$ cat config.mk
export PLATFORM = sky130hd
export DESIGN_NAME = sgb_queue
export DESIGN_NICKNAME = d
export VERILOG_FILES = /design/src/rtl/core/sgb_pkg.sv /design/src/rtl/core/sgb_queue.sv
export SDC_FILE = /design/constraint.sdc
export NUM_CORES = 1
export LEC_CHECK = 0
export BUFFER_PORTS_ARGS = -buffer_cell sky130_fd_sc_hd__clkbuf_2
export CAP_MARGIN = 5
export CORE_AREA = 3 3 87 89
export CTS_CLUSTER_SIZE = 16
export DETAILED_ROUTE_END_ITERATION = 7
export DIE_AREA = 0 0 90 92
export GPL_TIMING_DRIVEN = 0
export PLACE_DENSITY_LB_ADDON = 0.1
export SLEW_MARGIN = 30
export SYNTH_ARGS = -nofsm -noshare
export SYNTH_HDL_FRONTEND = slang
export SYNTH_SLANG_ARGS = --single-unit
$ cat constraint.sdc
create_clock -name clk -period 3.4 [get_ports clk]
set_input_delay 0 -clock clk [delete_from_list [all_inputs] [get_ports clk]]
set_output_delay 0 -clock clk [all_outputs]
set_load 0.01 [all_outputs]
$ cat src/rtl/core/sgb_pkg.sv
`timescale 1ns / 1ps
// ----------------------------------------------------------------------------
// sgb_pkg: shared types and helpers for the separable Gaussian blur
// Queue item layout, configuration bundle, coefficient and edge helpers.
// ----------------------------------------------------------------------------
package sgb_pkg;

	localparam int DEF_MAX_WIDTH      = 512;
	localparam int DEF_MAX_HEIGHT     = 512;
	localparam int DEF_MAX_HALF_WIDTH = 6;
	localparam int DEF_FRAC_BITS      = 10;

	localparam int TAP_W   = 11;
	localparam int PIX_W   = 8;
	localparam int POS_W   = 9;
	localparam int SUM_W   = 23;  // 13 taps * 2047 * 255 fits
	localparam int COORD_W = 16;
	localparam int QUEUE_DEPTH = 2;

	localparam logic [2:0] REG_HALF_WIDTH   = 3'd0;
	localparam logic [2:0] REG_TAPS_NEAR    = 3'd1;
	localparam logic [2:0] REG_TAPS_FAR     = 3'd2;
	localparam logic [2:0] REG_FRAME_WIDTH  = 3'd3;
	localparam logic [2:0] REG_FRAME_HEIGHT = 3'd4;
	localparam logic [2:0] REG_COLOR_MODE   = 3'd5;

	localparam logic CMD_WRITE = 1'b0;
	localparam logic CMD_READ  = 1'b1;

	typedef struct packed {
		logic [2:0]  half_width;
		logic [43:0] taps_near;
		logic [32:0] taps_far;
		logic [9:0]  frame_width;
		logic [9:0]  frame_height;
		logic        color_mode;
	} sgb_cfg_t;

	typedef struct packed {
		logic             is_read;
		logic [POS_W-1:0] pos_x;
		logic [POS_W-1:0] pos_y;
		logic [23:0]      pix;
	} sgb_item_t;

	function automatic int unsigned clamp_size(logic [9:0] v, int unsigned mx);
		int unsigned r;
		r = int'(v);
		if (r == 0) r = 1;
		if (r > mx) r = mx;
		return r;
	endfunction

	function automatic logic [TAP_W-1:0] coef(logic [43:0] near, logic [32:0] far,
	                                          logic [2:0] off);
		logic [TAP_W-1:0] c;
		case (off)
			3'd0: c = near[10:0];
			3'd1: c = near[21:11];
			3'd2: c = near[32:22];
			3'd3: c = near[43:33];
			3'd4: c = far[10:0];
			3'd5: c = far[21:11];
			3'd6: c = far[32:22];
			default: c = '0;
		endcase
		return c;
	endfunction

	// mirror at both ends, then clamp for frames smaller than the kernel
	function automatic logic [COORD_W-1:0] mirror(logic signed [COORD_W-1:0] s,
	                                              logic signed [COORD_W-1:0] last);
		logic signed [COORD_W-1:0] t;
		t = s;
		if (t < 0) t = -t;
		if (t > last) t = (last <<< 1) - t;
		if (t < 0) t = '0;
		if (t > last) t = last;
		return t;
	endfunction

	function automatic logic [PIX_W-1:0] sat_shift(logic [SUM_W-1:0] sum, int frac);
		logic [SUM_W-1:0] v;
		v = sum >> frac;
		return (v > SUM_W'(255)) ? 8'hFF : v[PIX_W-1:0];
	endfunction

endpackage

$ cat src/rtl/core/sgb_queue.sv
`timescale 1ns / 1ps
// ----------------------------------------------------------------------------
// sgb_queue: short item queue
// Decouples the accepting front end from the filter engine.
// ----------------------------------------------------------------------------
module sgb_queue
	import sgb_pkg::*;
(
	input  logic      clk,
	input  logic      arst_n,
	input  logic      push,
	input  sgb_item_t push_item,
	output logic      full,
	input  logic      pop,
	output logic      empty,
	output sgb_item_t head
);
	localparam int PW = (QUEUE_DEPTH > 1) ? $clog2(QUEUE_DEPTH) : 1;
	localparam int CW = $clog2(QUEUE_DEPTH + 1);

	sgb_item_t       slot_q [QUEUE_DEPTH];
	logic [PW-1:0]   wptr_q, rptr_q;
	logic [CW-1:0]   count_q;

	assign full  = (count_q == CW'(QUEUE_DEPTH));
	assign empty = (count_q == '0);
	assign head  = slot_q[rptr_q];

	always_ff @(posedge clk) begin
		if (push) slot_q[wptr_q] <= push_item;
	end

	always_ff @(posedge clk or negedge arst_n) begin
		if (!arst_n) begin
			wptr_q  <= '0;
			rptr_q  <= '0;
			count_q <= '0;
		end else begin
			if (push) wptr_q <= (wptr_q == PW'(QUEUE_DEPTH - 1)) ? '0 : wptr_q + 1'b1;
			if (pop)  rptr_q <= (rptr_q == PW'(QUEUE_DEPTH - 1)) ? '0 : rptr_q + 1'b1;
			count_q <= count_q + CW'(push) - CW'(pop);
		end
	end
endmodule

==> reports/qor.tcl <==
set qor(postCtsSetupRepairBufs) 0
set qor(area_growth_pct) 37.53
set qor(synth.net_count) 198
set qor(slew-limit-headroom_pct) 58.62
set qor(outcome) {finished, final reports clean}
set qor(p_leak_nw) 1.997
set qor(grt_first_pass_wirelength_mm) 9.342
set qor(post_synth_cell_types) 13
set qor(ys_warn_count) 0
set qor(slew_violations) 0
set qor(die_area_mm2) 0.008280
set qor(final.period_utilization_pct) 43.18
set qor(timing_hold_violations_final) 0
set qor(rsz0062_at_grt) {false}
set qor(chipHeight_um) 92
set qor(critical_path_peak_fanout) 10
set qor(max_clock_buf_depth) 2
set qor(path_clk_slew_ns) 0.08
set qor(worstPathRequired_ns) 3.40
set qor(drv_cap) 0
set qor(largest_net_degree_at_the_start_of_global_routing) 44
set qor(power_per_cell_area_mw_per_mm2) 745.4
set qor(die_width_um) 90
set qor(portBuffers) 91
set qor(place.detailed.hpwl_mm) 3.654
set qor(rows) 30
set qor(drt_iter0_markers) 104
set qor(total_number_of_vias) 1823
set qor(layout.nets) 349
set qor(syn_area_mm2) 0.003501
set qor(drc) 0
set qor(num_antenna_cells) 0
set qor(cts.sink_count) 90
set qor(area_taken_by_flip_flops_and_latches_mm2) 0.002683
set qor(timing.critical_path.arrival_ns) 1.47
set qor(timing.critical_path.to_type) {output port}
set qor(number_of_antenna_violations_at_the_first_check_in_global_routing) 0
set qor(drt-vias-per-instance) 4.546
set qor(postSynthRegisterBits) 90
set qor(detail_route.wirelength_mm) 5.698
set qor(starting_density_of_the_core_pct) 51.25
set qor(timing.critical_path.from_type) {register}
set qor(post_synth.cell_area_avg_um2) 23.50
set qor(firstDrtPassIters) 4
set qor(max-vdd-ir-drop_v) 0.0005618
set qor(num_io_pins) 92
set qor(worst_skew_pair_later_pin_latency_ns) 0.34
set qor(fmax_mhz) 681.2
set qor(htree_levels) 3
set qor(grt_pass1_vias) 1974
set qor(post_drt_wl_per_cell_um) 14.21
set qor(multiInputGateArea_um2) 729.5
set qor(core-area_mm2) 0.006832
set qor(final.fill_count) 475
set qor(min_period_ns) 1.468
set qor(synth-seq-area-share_pct) 76.63
set qor(worst-setup-path-type) {reg2out}
set qor(synth_instances) 149
set qor(gp_congestion) 0.6593
set qor(timing.final.setup_violations) 0
set qor(clock_tree.root_cell) {sky130_fd_sc_hd__clkbuf_8}
set qor(min-delay-path-class) {in2reg}
set qor(max_slew.worst_pin.slew_ns) 0.6207
set qor(grt-ovfl-total) 0
set qor(cts_tree) {built}
set qor(grt_util_all_layers_pct) 14.72
set qor(fin_worst_skew_ns) 0.008174
set qor(postLayoutCoreUtil_pct) 70.48
set qor(timing.hold.ws_ns) 0.3901
set qor(drive_above_1_share_pct) 50.49
set qor(ant_nets) 0
set qor(cts-buffers-inserted) 9
## state kept, by name, summed over array words and instances, names as in the netlist
register	cells
count_q	2
rptr_q	1
slot_q	86
wptr_q	1
## power by group
part           internal [W]  switching, W
Clock              0.000414      0.000327
Sequential          0.00147     0.0000635
Combinational      0.000729      0.000582
## layout by cell type (no fill, tap or decap)
cell type / count
sky130_fd_sc_hd__edfxtp_1: 86
sky130_fd_sc_hd__mux2_2: 4
sky130_fd_sc_hd__nor2b_1: 1
sky130_fd_sc_hd__clkbuf_2: 91
sky130_fd_sc_hd__nor2_1: 1
sky130_fd_sc_hd__xor3_1: 1
sky130_fd_sc_hd__inv_1: 2
sky130_fd_sc_hd__clkbuf_8: 9
sky130_fd_sc_hd__clkinv_1: 1
sky130_fd_sc_hd__dfrtp_1: 4
sky130_fd_sc_hd__buf_16: 2
sky130_fd_sc_hd__ha_1: 2
sky130_fd_sc_hd__buf_12: 4
sky130_fd_sc_hd__xor2_1: 2
sky130_fd_sc_hd__nor2b_4: 1
sky130_fd_sc_hd__dlygate4sd3_1: 47
sky130_fd_sc_hd__mux2_4: 39
sky130_fd_sc_hd__and2_4: 1
sky130_fd_sc_hd__clkbuf_1: 4
sky130_fd_sc_hd__bufinv_16: 2
sky130_fd_sc_hd__buf_6: 1
## Yosys cell counts (all sizes together)
cell,number,share of area [%]
mux2,43,18
xor3,1,0.68
edfxtp,86,74
inv,2,0.21
and2,1,0.18
dfrtp,4,2.9
nor2,1,0.11
nor2b,2,0.36
ha,2,0.71
buf,5,2.6
xor2,2,0.50
## worst max-delay path, cell delays in order, from the launching register on
cell and delay, ns:
sky130_fd_sc_hd__dfrtp_1 0.35, sky130_fd_sc_hd__buf_6 0.18, sky130_fd_sc_hd__buf_12 0.16, sky130_fd_sc_hd__mux2_4 0.31, sky130_fd_sc_hd__clkbuf_2 0.14
## final cells by class
| cell class | instances | area share [%] |
|---|---|---|
| Buffer | 5 | 1.897 |
| Clock inverter | 3 | 1.325 |
| Tap cell | 96 | 2.495 |
| Clock buffer | 13 | 2.885 |
| Timing Repair Buffer | 140 | 20.37 |
| Inverter | 2 | 0.1559 |
| Multi-Input combinational cell | 52 | 15.15 |
| Sequential cell | 90 | 55.72 |
## through the flow
stage	instance area [µm²]	setup TNS (ns)	setup slack (ns)	total power, W	instances
floorplan	3501	0	0.6267	0.002439	149
CTS	4815	0	1.900	0.003639	401
finish	4815	0	1.932	0.003589	401
detailed placement	4141	0	2.003	0.002855	338
global route	4815	0	1.851	0.003775	401
global placement	4076	-20.95	-0.4903	0.002803	336
## metal layers
metal | global-route usage (%) | vias to the layer above | part of all wire (%)
li1 | - | 881 | -
met1 | 16.41 | 877 | 41
met2 | 26.26 | 57 | 53
met3 | 4.184 | 8 | 4.8
met4 | 6.505 | 0 | 1.5
met5 | 0 | - | 0
## final timing paths
path / start / end / slack [ns] / cells past startpoint
max: rptr_q / head[13] / 1.93 / 4
min: push_item[36] / slot_q[0][36] / 0.39 / 2
max reg2reg: wptr_q / slot_q[1][9] / 2.00 / 1
min reg2reg: wptr_q / wptr_q / 0.56 / 1
max in group asynchronous: arst_n / rptr_q / 2.66 / 3
min in group asynchronous: arst_n / count_q[0] / 0.57 / 3
## what timing repair did
item | 4_1_cts | 5_1_grt
hold endpoints to repair | 93 | 0
resized for setup | 0 | 0
hold buffers | 47 | 0
## cells by family after synthesis
| kind of cell | synth area share (%) |
|---|---|
| mux | 18.01 |
| flops | 76.63 |
| xor+xnor | 1.179 |
| buf+inv | 2.824 |
| fa+ha+maj | 0.7147 |
| simple gates | 0.6433 |
Power figures use the tool's default switching activity.
