--- config.mk ---
export PLATFORM = sky130hd
export DESIGN_NAME = sgb_front
export DESIGN_NICKNAME = d
export VERILOG_FILES = /design/src/rtl/core/sgb_pkg.sv /design/src/rtl/core/sgb_front.sv
export SDC_FILE = /design/constraint.sdc
export NUM_CORES = 1
export LEC_CHECK = 0
export BUFFER_PORTS_ARGS = -buffer_cell sky130_fd_sc_hd__buf_2
export CORE_MARGIN = 5
export CORE_UTILIZATION = 50
export CTS_CLUSTER_SIZE = 40
export DETAILED_ROUTE_END_ITERATION = 8
export PLACE_DENSITY_LB_ADDON = 0.05
export SYNTH_ARGS = -nofsm -noshare
export SYNTH_HDL_FRONTEND = slang
export SYNTH_SLANG_ARGS = --single-unit
--- constraint.sdc ---
create_clock -name clk -period 6.5 [get_ports clk]
set_input_delay 1.3 -clock clk [delete_from_list [all_inputs] [get_ports clk]]
set_output_delay 1.3 -clock clk [all_outputs]
set_load 0.005 [all_outputs]
--- src/rtl/core/sgb_pkg.sv ---
`timescale 1ns / 1ps
// ----------------------------------------------------------------------------
// sgb_pkg: shared types and helpers for the separable Gaussian blur
// Queue item layout, configuration bundle, coefficient and edge helpers.
// ----------------------------------------------------------------------------
package sgb_pkg;

	localparam int DEF_MAX_WIDTH      = 512;
	localparam int DEF_MAX_HEIGHT     = 512;
	localparam int DEF_MAX_HALF_WIDTH = 6;
	localparam int DEF_FRAC_BITS      = 10;

	localparam int TAP_W   = 11;
	localparam int PIX_W   = 8;
	localparam int POS_W   = 9;
	localparam int SUM_W   = 23;  // 13 taps * 2047 * 255 fits
	localparam int COORD_W = 16;
	localparam int QUEUE_DEPTH = 2;

	localparam logic [2:0] REG_HALF_WIDTH   = 3'd0;
	localparam logic [2:0] REG_TAPS_NEAR    = 3'd1;
	localparam logic [2:0] REG_TAPS_FAR     = 3'd2;
	localparam logic [2:0] REG_FRAME_WIDTH  = 3'd3;
	localparam logic [2:0] REG_FRAME_HEIGHT = 3'd4;
	localparam logic [2:0] REG_COLOR_MODE   = 3'd5;

	localparam logic CMD_WRITE = 1'b0;
	localparam logic CMD_READ  = 1'b1;

	typedef struct packed {
		logic [2:0]  half_width;
		logic [43:0] taps_near;
		logic [32:0] taps_far;
		logic [9:0]  frame_width;
		logic [9:0]  frame_height;
		logic        color_mode;
	} sgb_cfg_t;

	typedef struct packed {
		logic             is_read;
		logic [POS_W-1:0] pos_x;
		logic [POS_W-1:0] pos_y;
		logic [23:0]      pix;
	} sgb_item_t;

	function automatic int unsigned clamp_size(logic [9:0] v, int unsigned mx);
		int unsigned r;
		r = int'(v);
		if (r == 0) r = 1;
		if (r > mx) r = mx;
		return r;
	endfunction

	function automatic logic [TAP_W-1:0] coef(logic [43:0] near, logic [32:0] far,
	                                          logic [2:0] off);
		logic [TAP_W-1:0] c;
		case (off)
			3'd0: c = near[10:0];
			3'd1: c = near[21:11];
			3'd2: c = near[32:22];
			3'd3: c = near[43:33];
			3'd4: c = far[10:0];
			3'd5: c = far[21:11];
			3'd6: c = far[32:22];
			default: c = '0;
		endcase
		return c;
	endfunction

	// mirror at both ends, then clamp for frames smaller than the kernel
	function automatic logic [COORD_W-1:0] mirror(logic signed [COORD_W-1:0] s,
	                                              logic signed [COORD_W-1:0] last);
		logic signed [COORD_W-1:0] t;
		t = s;
		if (t < 0) t = -t;
		if (t > last) t = (last <<< 1) - t;
		if (t < 0) t = '0;
		if (t > last) t = last;
		return t;
	endfunction

	function automatic logic [PIX_W-1:0] sat_shift(logic [SUM_W-1:0] sum, int frac);
		logic [SUM_W-1:0] v;
		v = sum >> frac;
		return (v > SUM_W'(255)) ? 8'hFF : v[PIX_W-1:0];
	endfunction

endpackage

--- src/rtl/core/sgb_front.sv ---
`timescale 1ns / 1ps
// ----------------------------------------------------------------------------
// sgb_front: configuration registers and input classification
// Holds the registers, drops writes outside the store, clamps read positions.
// ----------------------------------------------------------------------------
module sgb_front
	import sgb_pkg::*;
#(
	parameter int MAX_WIDTH  = DEF_MAX_WIDTH,
	parameter int MAX_HEIGHT = DEF_MAX_HEIGHT
) (
	input  logic        clk,
	input  logic        arst_n,
	input  logic        cfg_valid,
	output logic        cfg_ready,
	input  logic [2:0]  cfg_index,
	input  logic [43:0] cfg_data,
	input  logic        s_tvalid,
	output logic        s_tready,
	input  logic [47:0] s_tdata,
	input  logic        s_tuser,
	output sgb_cfg_t    cfg,
	output logic        push,
	output sgb_item_t   push_item,
	input  logic        full
);
	sgb_cfg_t    cfg_q;
	logic [8:0]  px, py;
	int unsigned w, hgt;

	assign cfg       = cfg_q;
	assign cfg_ready = 1'b1;
	assign s_tready  = !full;

	assign px  = s_tdata[8:0];
	assign py  = s_tdata[17:9];
	assign w   = clamp_size(cfg_q.frame_width, MAX_WIDTH);
	assign hgt = clamp_size(cfg_q.frame_height, MAX_HEIGHT);

	always_comb begin
		push_item.is_read = (s_tuser == CMD_READ);
		push_item.pos_x   = px;
		push_item.pos_y   = py;
		push_item.pix     = {16'h0, s_tdata[25:18]};
		if (cfg_q.color_mode) push_item.pix[23:8] = {s_tdata[41:34], s_tdata[33:26]};
		push = s_tvalid && !full;
		if (s_tuser == CMD_READ) begin
			if (int'(px) >= w)   push_item.pos_x = POS_W'(w - 1);
			if (int'(py) >= hgt) push_item.pos_y = POS_W'(hgt - 1);
		end else if (int'(px) >= MAX_WIDTH || int'(py) >= MAX_HEIGHT) begin
			push = 1'b0;  // write outside the store is dropped
		end
	end

	always_ff @(posedge clk or negedge arst_n) begin
		if (!arst_n) begin
			cfg_q.half_width   <= 3'd1;
			cfg_q.taps_near    <= 44'd1024;
			cfg_q.taps_far     <= '0;
			cfg_q.frame_width  <= 10'd512;
			cfg_q.frame_height <= 10'd512;
			cfg_q.color_mode   <= 1'b1;
		end else if (cfg_valid) begin
			case (cfg_index)
				REG_HALF_WIDTH:   cfg_q.half_width   <= cfg_data[2:0];
				REG_TAPS_NEAR:    cfg_q.taps_near    <= cfg_data;
				REG_TAPS_FAR:     cfg_q.taps_far     <= cfg_data[32:0];
				REG_FRAME_WIDTH:  cfg_q.frame_width  <= cfg_data[9:0];
				REG_FRAME_HEIGHT: cfg_q.frame_height <= cfg_data[9:0];
				REG_COLOR_MODE:   cfg_q.color_mode   <= cfg_data[0];
				default: ;
			endcase
		end
	end
endmodule

==> out/metrics.cfg, run 1 <==
[clocking]
clkSlewWorstSetupHoldPaths_ns=0.10
numCtsBuffers=9
postCtsHoldBufs=0
htreeDepth=3
cts_tree=built
cts_buffer_depth=2
root_buffer=clkbuf_8
clk_latency_ns=0.35
cts_resized=0
cts.sinks=101
postCtsSetupBuffers=0

[setup_path]
startpoint=cfg[1]$_DFFE_PN0P_
worstSetupEndpointType=output port
reg2reg_from=cfg[10]$_DFFE_PN1P_
reg2reg_depth=2
path_max_fanout=9
worst_path_max_delay_cell=nor4_1
path_class=flip-flop to output port
crit_arrival_ns=3.55
slowest_delay_ns=0.59
start_kind=flip-flop
crit_chain=nor4_1 > a31oi_1 > or2_2 > inv_1 > ha_1 > o211ai_1 > a211o_1 > a21oi_2 > mux2_2 > buf_2
worst_ep_required_time_ns=5.20

[cells_and_area]
antennaDiodeCount=0
drive_gt1_frac=0.5771
largest_reg_flops=101
fin_nets=745
stdcell_area_um2=6465
syn_to_final_growth_pct=27.33
nFillCells=836

[die]
die_y_um=110.8
num_rows=36
die_x_um=110.8
start_util=0.5171
die_area_um2=12270
core-area_um2=9819
ios=248

[worst_hold_path]
min_from=cfg[28]$_DFFE_PN0P_
min-delay-path-class=flip-flop to flip-flop
min_delay_path_depth=1

[job]
cap_viol_max_count=0

[placed_design]
portBuffers=224
place_ws_ns=1.974
place.gp.congestion=0.7822
dpl_cell_area_um2=6250
post-dp-hpwl_um=9819

[sta]
holdWs_ns=0.4878
post-route-period-util=0.7464
slew_headroom=0.3545
setup_viol=0
maxSlewViolCount=0
worstMarginPinSlew_ns=0.9660
fin_ws_ns=1.649
fmax_ghz=0.2061
fin_crit_ns=4.852
hold_viol=0
grt_setup_unrepaired=no
tns_ns=0
skew_ns=0

[routing]
dr.first_iter.drc_count=97
totalWireLength_um=12700
final_antenna_net_count=0
post_drt_via_cell_ratio=5.143
drc=0
drt-pass1-iter-count=4
dr_total_vias=3919
wl_per_cell_um=16.67

[yosys]
syn-instance-count=413
ys_warn_count=0
async_reset_ff_frac=1.000
avgSynthCellArea_um2=12.29
ys_top_cells_by_area=dfrtp_1 (47%), mux2_2 (24%), ha_1 (4.9%), dfstp_2 (2.6%), nand2_1 (2.0%)
synth_cell_types=46
synth_top_area_cell=dfrtp_1
synth_enable_flop_cells=0
yosysSeqAreaShare=0.4990
ys.flop_type=dfrtp_1
synth_area_um2=5077
synth-seq-cells=101
syn_nets=534
synth_top_area_share=0.4731

[global_routing]
antenna_found_initial=0
grt_pass1_vias=4122
grt_pass1_wl_um=20690
track_usage=0.2040
grt_overflow_total=0
grt_max_degree=55

[status]
outcome=finished clean

[pwr]
p_per_area_nw_per_um2=296.6
leakage_nw=3.167
vdd_drop_max_mv=0.1896

logic make-up (layout without fill, tap and decap cells):
logic type | after synthesis | count (layout) | synth area share
buffers and inverters | 42 | 258 | 0.04164
other | 1 | 1 | 0.0007386
and+or+nand+nor | 87 | 87 | 0.08797
DFF | 101 | 101 | 0.4990
muxes | 120 | 120 | 0.2647
AOI/OAI and AO/OA | 38 | 38 | 0.04978
xor gates and xnor gates | 4 | 4 | 0.006901
adders and majority gates | 20 | 20 | 0.04929
layout by cell type (no fill, tap or decap), drive strengths merged, types with 3 or more instances in the layout:
cell type  count
buf          227
mux2         111
dfrtp         96
nand2         27
ha            20
and2          16
inv           16
nor2          15
o21ai         11
clkbuf        11
mux2i          9
nor3           8
a21oi          7
a211oi         5
dfstp          5
nor4           4
o211ai         4
a211o          3
or3            3
cells in the mapped netlist (all sizes together) (2+ instances only):
library cell and n:
mux2 111, dfrtp 96, nand2 27, ha 20
buf 19, and2 16, inv 15, nor2 15
o21ai 11, mux2i 9, clkbuf 8, nor3 8
a21oi 7, a211oi 5, dfstp 5, nor4 4
o211ai 4, a211o 3, or3 3, a31oi 2
nand2b 2, nand3 2, nand4 2, nor2b 2
o31ai 2, or2 2, or4 2, xnor2 2
xor2 2
where the power goes:
part / total [mW] / internal [mW] / switching (mW)
sequential: 0.883 / 0.771 / 0.112
combinational: 0.607 / 0.332 / 0.274
clock: 0.428 / 0.219 / 0.209
layout make-up:
type | instances | area, µm² | area share
well taps | 133 | 166.4 | 0.02574
repair buffers | 227 | 1146 | 0.1773
inverters | 15 | 56.30 | 0.008709
flip-flops and latches | 101 | 2534 | 0.3919
multi-input cells | 270 | 2347 | 0.3631
clock buffers | 11 | 131.4 | 0.02032
clock inverters | 5 | 83.83 | 0.01297
worst paths after layout:
check                                 endpoint  slack, ns
max in group asynchronous  cfg[82]$_DFFE_PN0P_       4.46
setup / recovery                 push_item[27]       1.65
hold / removal             cfg[28]$_DFFE_PN0P_       0.49
setup reg to reg           cfg[10]$_DFFE_PN1P_       5.42
hold reg to reg            cfg[28]$_DFFE_PN0P_       0.49
min in group asynchronous  cfg[94]$_DFFE_PN0P_       0.94
routing by layer:
metal | GRT usage | vias up | share of wire
li1 | - | 1878 | -
met1 | 0.2362 | 1895 | 0.41
met2 | 0.3499 | 124 | 0.50
met3 | 0.07533 | 22 | 0.080
met4 | 0.06650 | 0 | 0.015
met5 | 0 | - | 0
through the flow:
step                total power [mW]  std cells    util
CTS                            1.944        762  0.6584
detailed placement             1.513        746  0.6365
floorplan                      1.214        413       -
finish                         1.918        762  0.6584
global placement               1.486        746  0.6365
global route                   2.050        762  0.6584
worst max-delay path: cells and delay by family (launching register included):
family                     cells  cell delay, ns
AOI/OAI and AO/OA              4            1.09
adders and majority gates      1            0.13
buffers and inverters          2            0.22
DFF                            1            0.46
muxes                          1            0.40
and+or+nand+nor                2            0.91
Power figures use the tool's default switching activity.
==> inputs of run 2 (changes only) <==
CORE_UTILIZATION = 42   (was 50)
clock period = 4.45 ns   (was 6.5 ns; I/O delays follow)
==> run 2 against run 1 <==
Effect of this change:
- count of clock-buffer cells in the layout is 1 lower
- combinational power rose by 48%
- wire length grew 0.87%
- critical path type unchanged
- largest power group unchanged
- highest routed layer unchanged
==> out/metrics.cfg, run 2 (synthesis results as in run 1) <==
[pwr]
power_frac_comb=0.299  ; was 0.316
leakage_nw=3.228  ; was 3.167 nW
p_per_area_nw_per_um2=454.4  ; was 296.6 nW/µm²
swShare=0.2975  ; was 0.3107
clkPwrFrac=0.273  ; was 0.223
pwr-share-seq=0.428  ; was 0.460
switching_power_mw=0.8936  ; was 0.5959 mW
internal_power_mw=2.110  ; was 1.322 mW
vdd_drop_max_mv=0.3338  ; was 0.1896 mV

[sta]
skew_ns=0  ; unchanged
fmax_ghz=0.2381
maxSlewViolCount=0  ; unchanged
post-route-period-util=0.9438
tns_ns=0  ; unchanged
fin_crit_ns=4.200
worstMarginPinSlew_ns=1.028  ; was 0.9660 ns
grt_setup_unrepaired=no  ; unchanged
fin_ws_ns=0.2503  ; was 1.649 ns
slew_headroom=0.3131  ; was 0.3545
hold_viol=0  ; unchanged
setup_viol=0  ; unchanged

[global_routing]
grt_max_degree=76  ; was 55
antenna_found_initial=0  ; unchanged
track_usage=0.1798  ; was 0.2040
grt_overflow_total=0  ; unchanged
grt_pass1_vias=4087  ; was 4122
grt_pass1_wl_um=20870  ; was 20690 µm

[worst_hold_path]
min-delay-path-class=flip-flop to flip-flop  ; unchanged

[cells_and_area]
layout_common_cells=buf_2 (223), mux2_2 (107), dfrtp_1 (96), nand2_1 (27), ha_1 (20)  ; unchanged
final_common_cell=buf_2  ; unchanged
fin_nets=746  ; was 745
largest_reg_flops=101  ; unchanged
layout.cells.non_filler=777  ; was 762
drive_gt1_frac=0.5810  ; was 0.5771
syn_to_final_growth_pct=30.19  ; was 27.33%
antennaDiodeCount=0  ; unchanged

[clocking]
numCtsBuffers=9  ; unchanged
clkSlewWorstSetupHoldPaths_ns=0.07  ; was 0.10 ns
cts_buffer_depth=2  ; unchanged
postCtsHoldBufs=0  ; unchanged
htreeDepth=3  ; unchanged
clk_latency_ns=0.33  ; was 0.35 ns
root_buffer=clkbuf_16  ; was clkbuf_8
cts.sinks=101  ; unchanged
cts_tree=built  ; unchanged
cts_resized=0  ; unchanged
postCtsSetupBuffers=0  ; unchanged

[die]
die_y_um=120.0  ; was 110.8 µm
die_x_um=120.0  ; was 110.8 µm
ios=248  ; unchanged
core-area_um2=11910  ; was 9819 µm²
start_util=0.4263  ; was 0.5171
die_area_um2=14390  ; was 12270 µm²
num_rows=40  ; was 36

[routing]
dr_total_vias=3956  ; was 3919
drt-pass1-iter-count=4  ; unchanged
totalWireLength_um=12810  ; was 12700 µm
final_antenna_net_count=0  ; unchanged
post_drt_via_cell_ratio=5.091  ; was 5.143
wl_per_cell_um=16.49  ; was 16.67 µm
drc=0  ; unchanged
dr.first_iter.drc_count=223  ; was 97

[setup_path]
worstSetupEndpointType=output port  ; unchanged
worst_ep_required_time_ns=3.56  ; was 5.20 ns
start_kind=flip-flop  ; unchanged
path_class=flip-flop to output port  ; unchanged
crit_arrival_ns=3.31  ; was 3.55 ns
path_max_fanout=9  ; unchanged

[placed_design]
place.gp.congestion=0.8751  ; was 0.7822
post-dp-hpwl_um=9890  ; was 9819 µm
portBuffers=224  ; unchanged
place_inst=761  ; was 746
place_ws_ns=0.4537  ; was 1.974 ns

[status]
outcome=finished clean  ; unchanged

[job]
cap_viol_max_count=0  ; unchanged

[run 2: changes by cell type in the layout (fill, tap and decap cells not counted), sizes merged]
cell      previous run  this run
clkinv               0         2
buf                227       228
clkbuf              11        10
clkinvlp             2         1
[run 2: worst max-delay path: stages, from the launching register on]
cell	delay, ns
dfrtp_1	0.45
or4_4	0.55
nor3_2	0.17
a21oi_1	0.09
or2_1	0.23
inv_1	0.08
ha_1	0.12
o211ai_1	0.10
a211o_1	0.35
a21oi_4	0.32
mux2_2	0.38
buf_2	0.13
[run 2: layout make-up]
cell class	count	area [µm²]
tap	147	183.9
clock buffer	10	229.0
fill	1058	5301
multi-input combinational	270	2367
timing repair buffer	228	1154
clock inverter	6	86.33
sequential	101	2534
inverter	15	56.30
[run 2: worst paths after layout]
kind | start | endpoint | slack, ns | cells past startpoint
setup reg to reg | cfg[10]$_DFFE_PN1P_ | cfg[10]$_DFFE_PN1P_ | 3.37 | 2
hold / removal | cfg[57]$_DFFE_PN0P_ | cfg[57]$_DFFE_PN0P_ | 0.48 | 1
min in group asynchronous | arst_n | cfg[88]$_DFFE_PN0P_ | 0.69 | 1
max in group asynchronous | arst_n | cfg[64]$_DFFE_PN1P_ | 2.79 | 2
setup / recovery | cfg[15]$_DFFE_PN0P_ | push_item[36] | 0.25 | 11
hold reg to reg | cfg[57]$_DFFE_PN0P_ | cfg[57]$_DFFE_PN0P_ | 0.48 | 1
[run 2: layer usage]
metal	vias up	track usage	routed length (µm)
met4	0	0.06514	253
li1	1890	-	-
met5	-	0	0
met3	20	0.06268	1162
met2	140	0.3003	6324
met1	1906	0.2144	5068
[run 2: power groups by stage]
stage,clock [mW],combinational (mW),sequential (mW)
3_5_place_dp,0,0.911,1.30
3_3_place_gp,0,0.898,1.29
6_report,0.821,0.897,1.29
5_1_grt,0.883,1.02,1.32
2_1_floorplan,0,0.484,1.29
4_1_cts,0.845,0.913,1.29
[run 2: per-stage QoR]
stage	hold slack (ns)	cell area, µm²	util	power (mW)
global placement	0.4662	6280	0.5272	2.185
detailed placement	0.4694	6280	0.5272	2.212
finish	0.4816	6610	0.5549	3.004
floorplan	0.4828	5077	-	1.773
global route	0.5197	6610	0.5549	3.220
CTS	0.4851	6595	0.5537	3.045
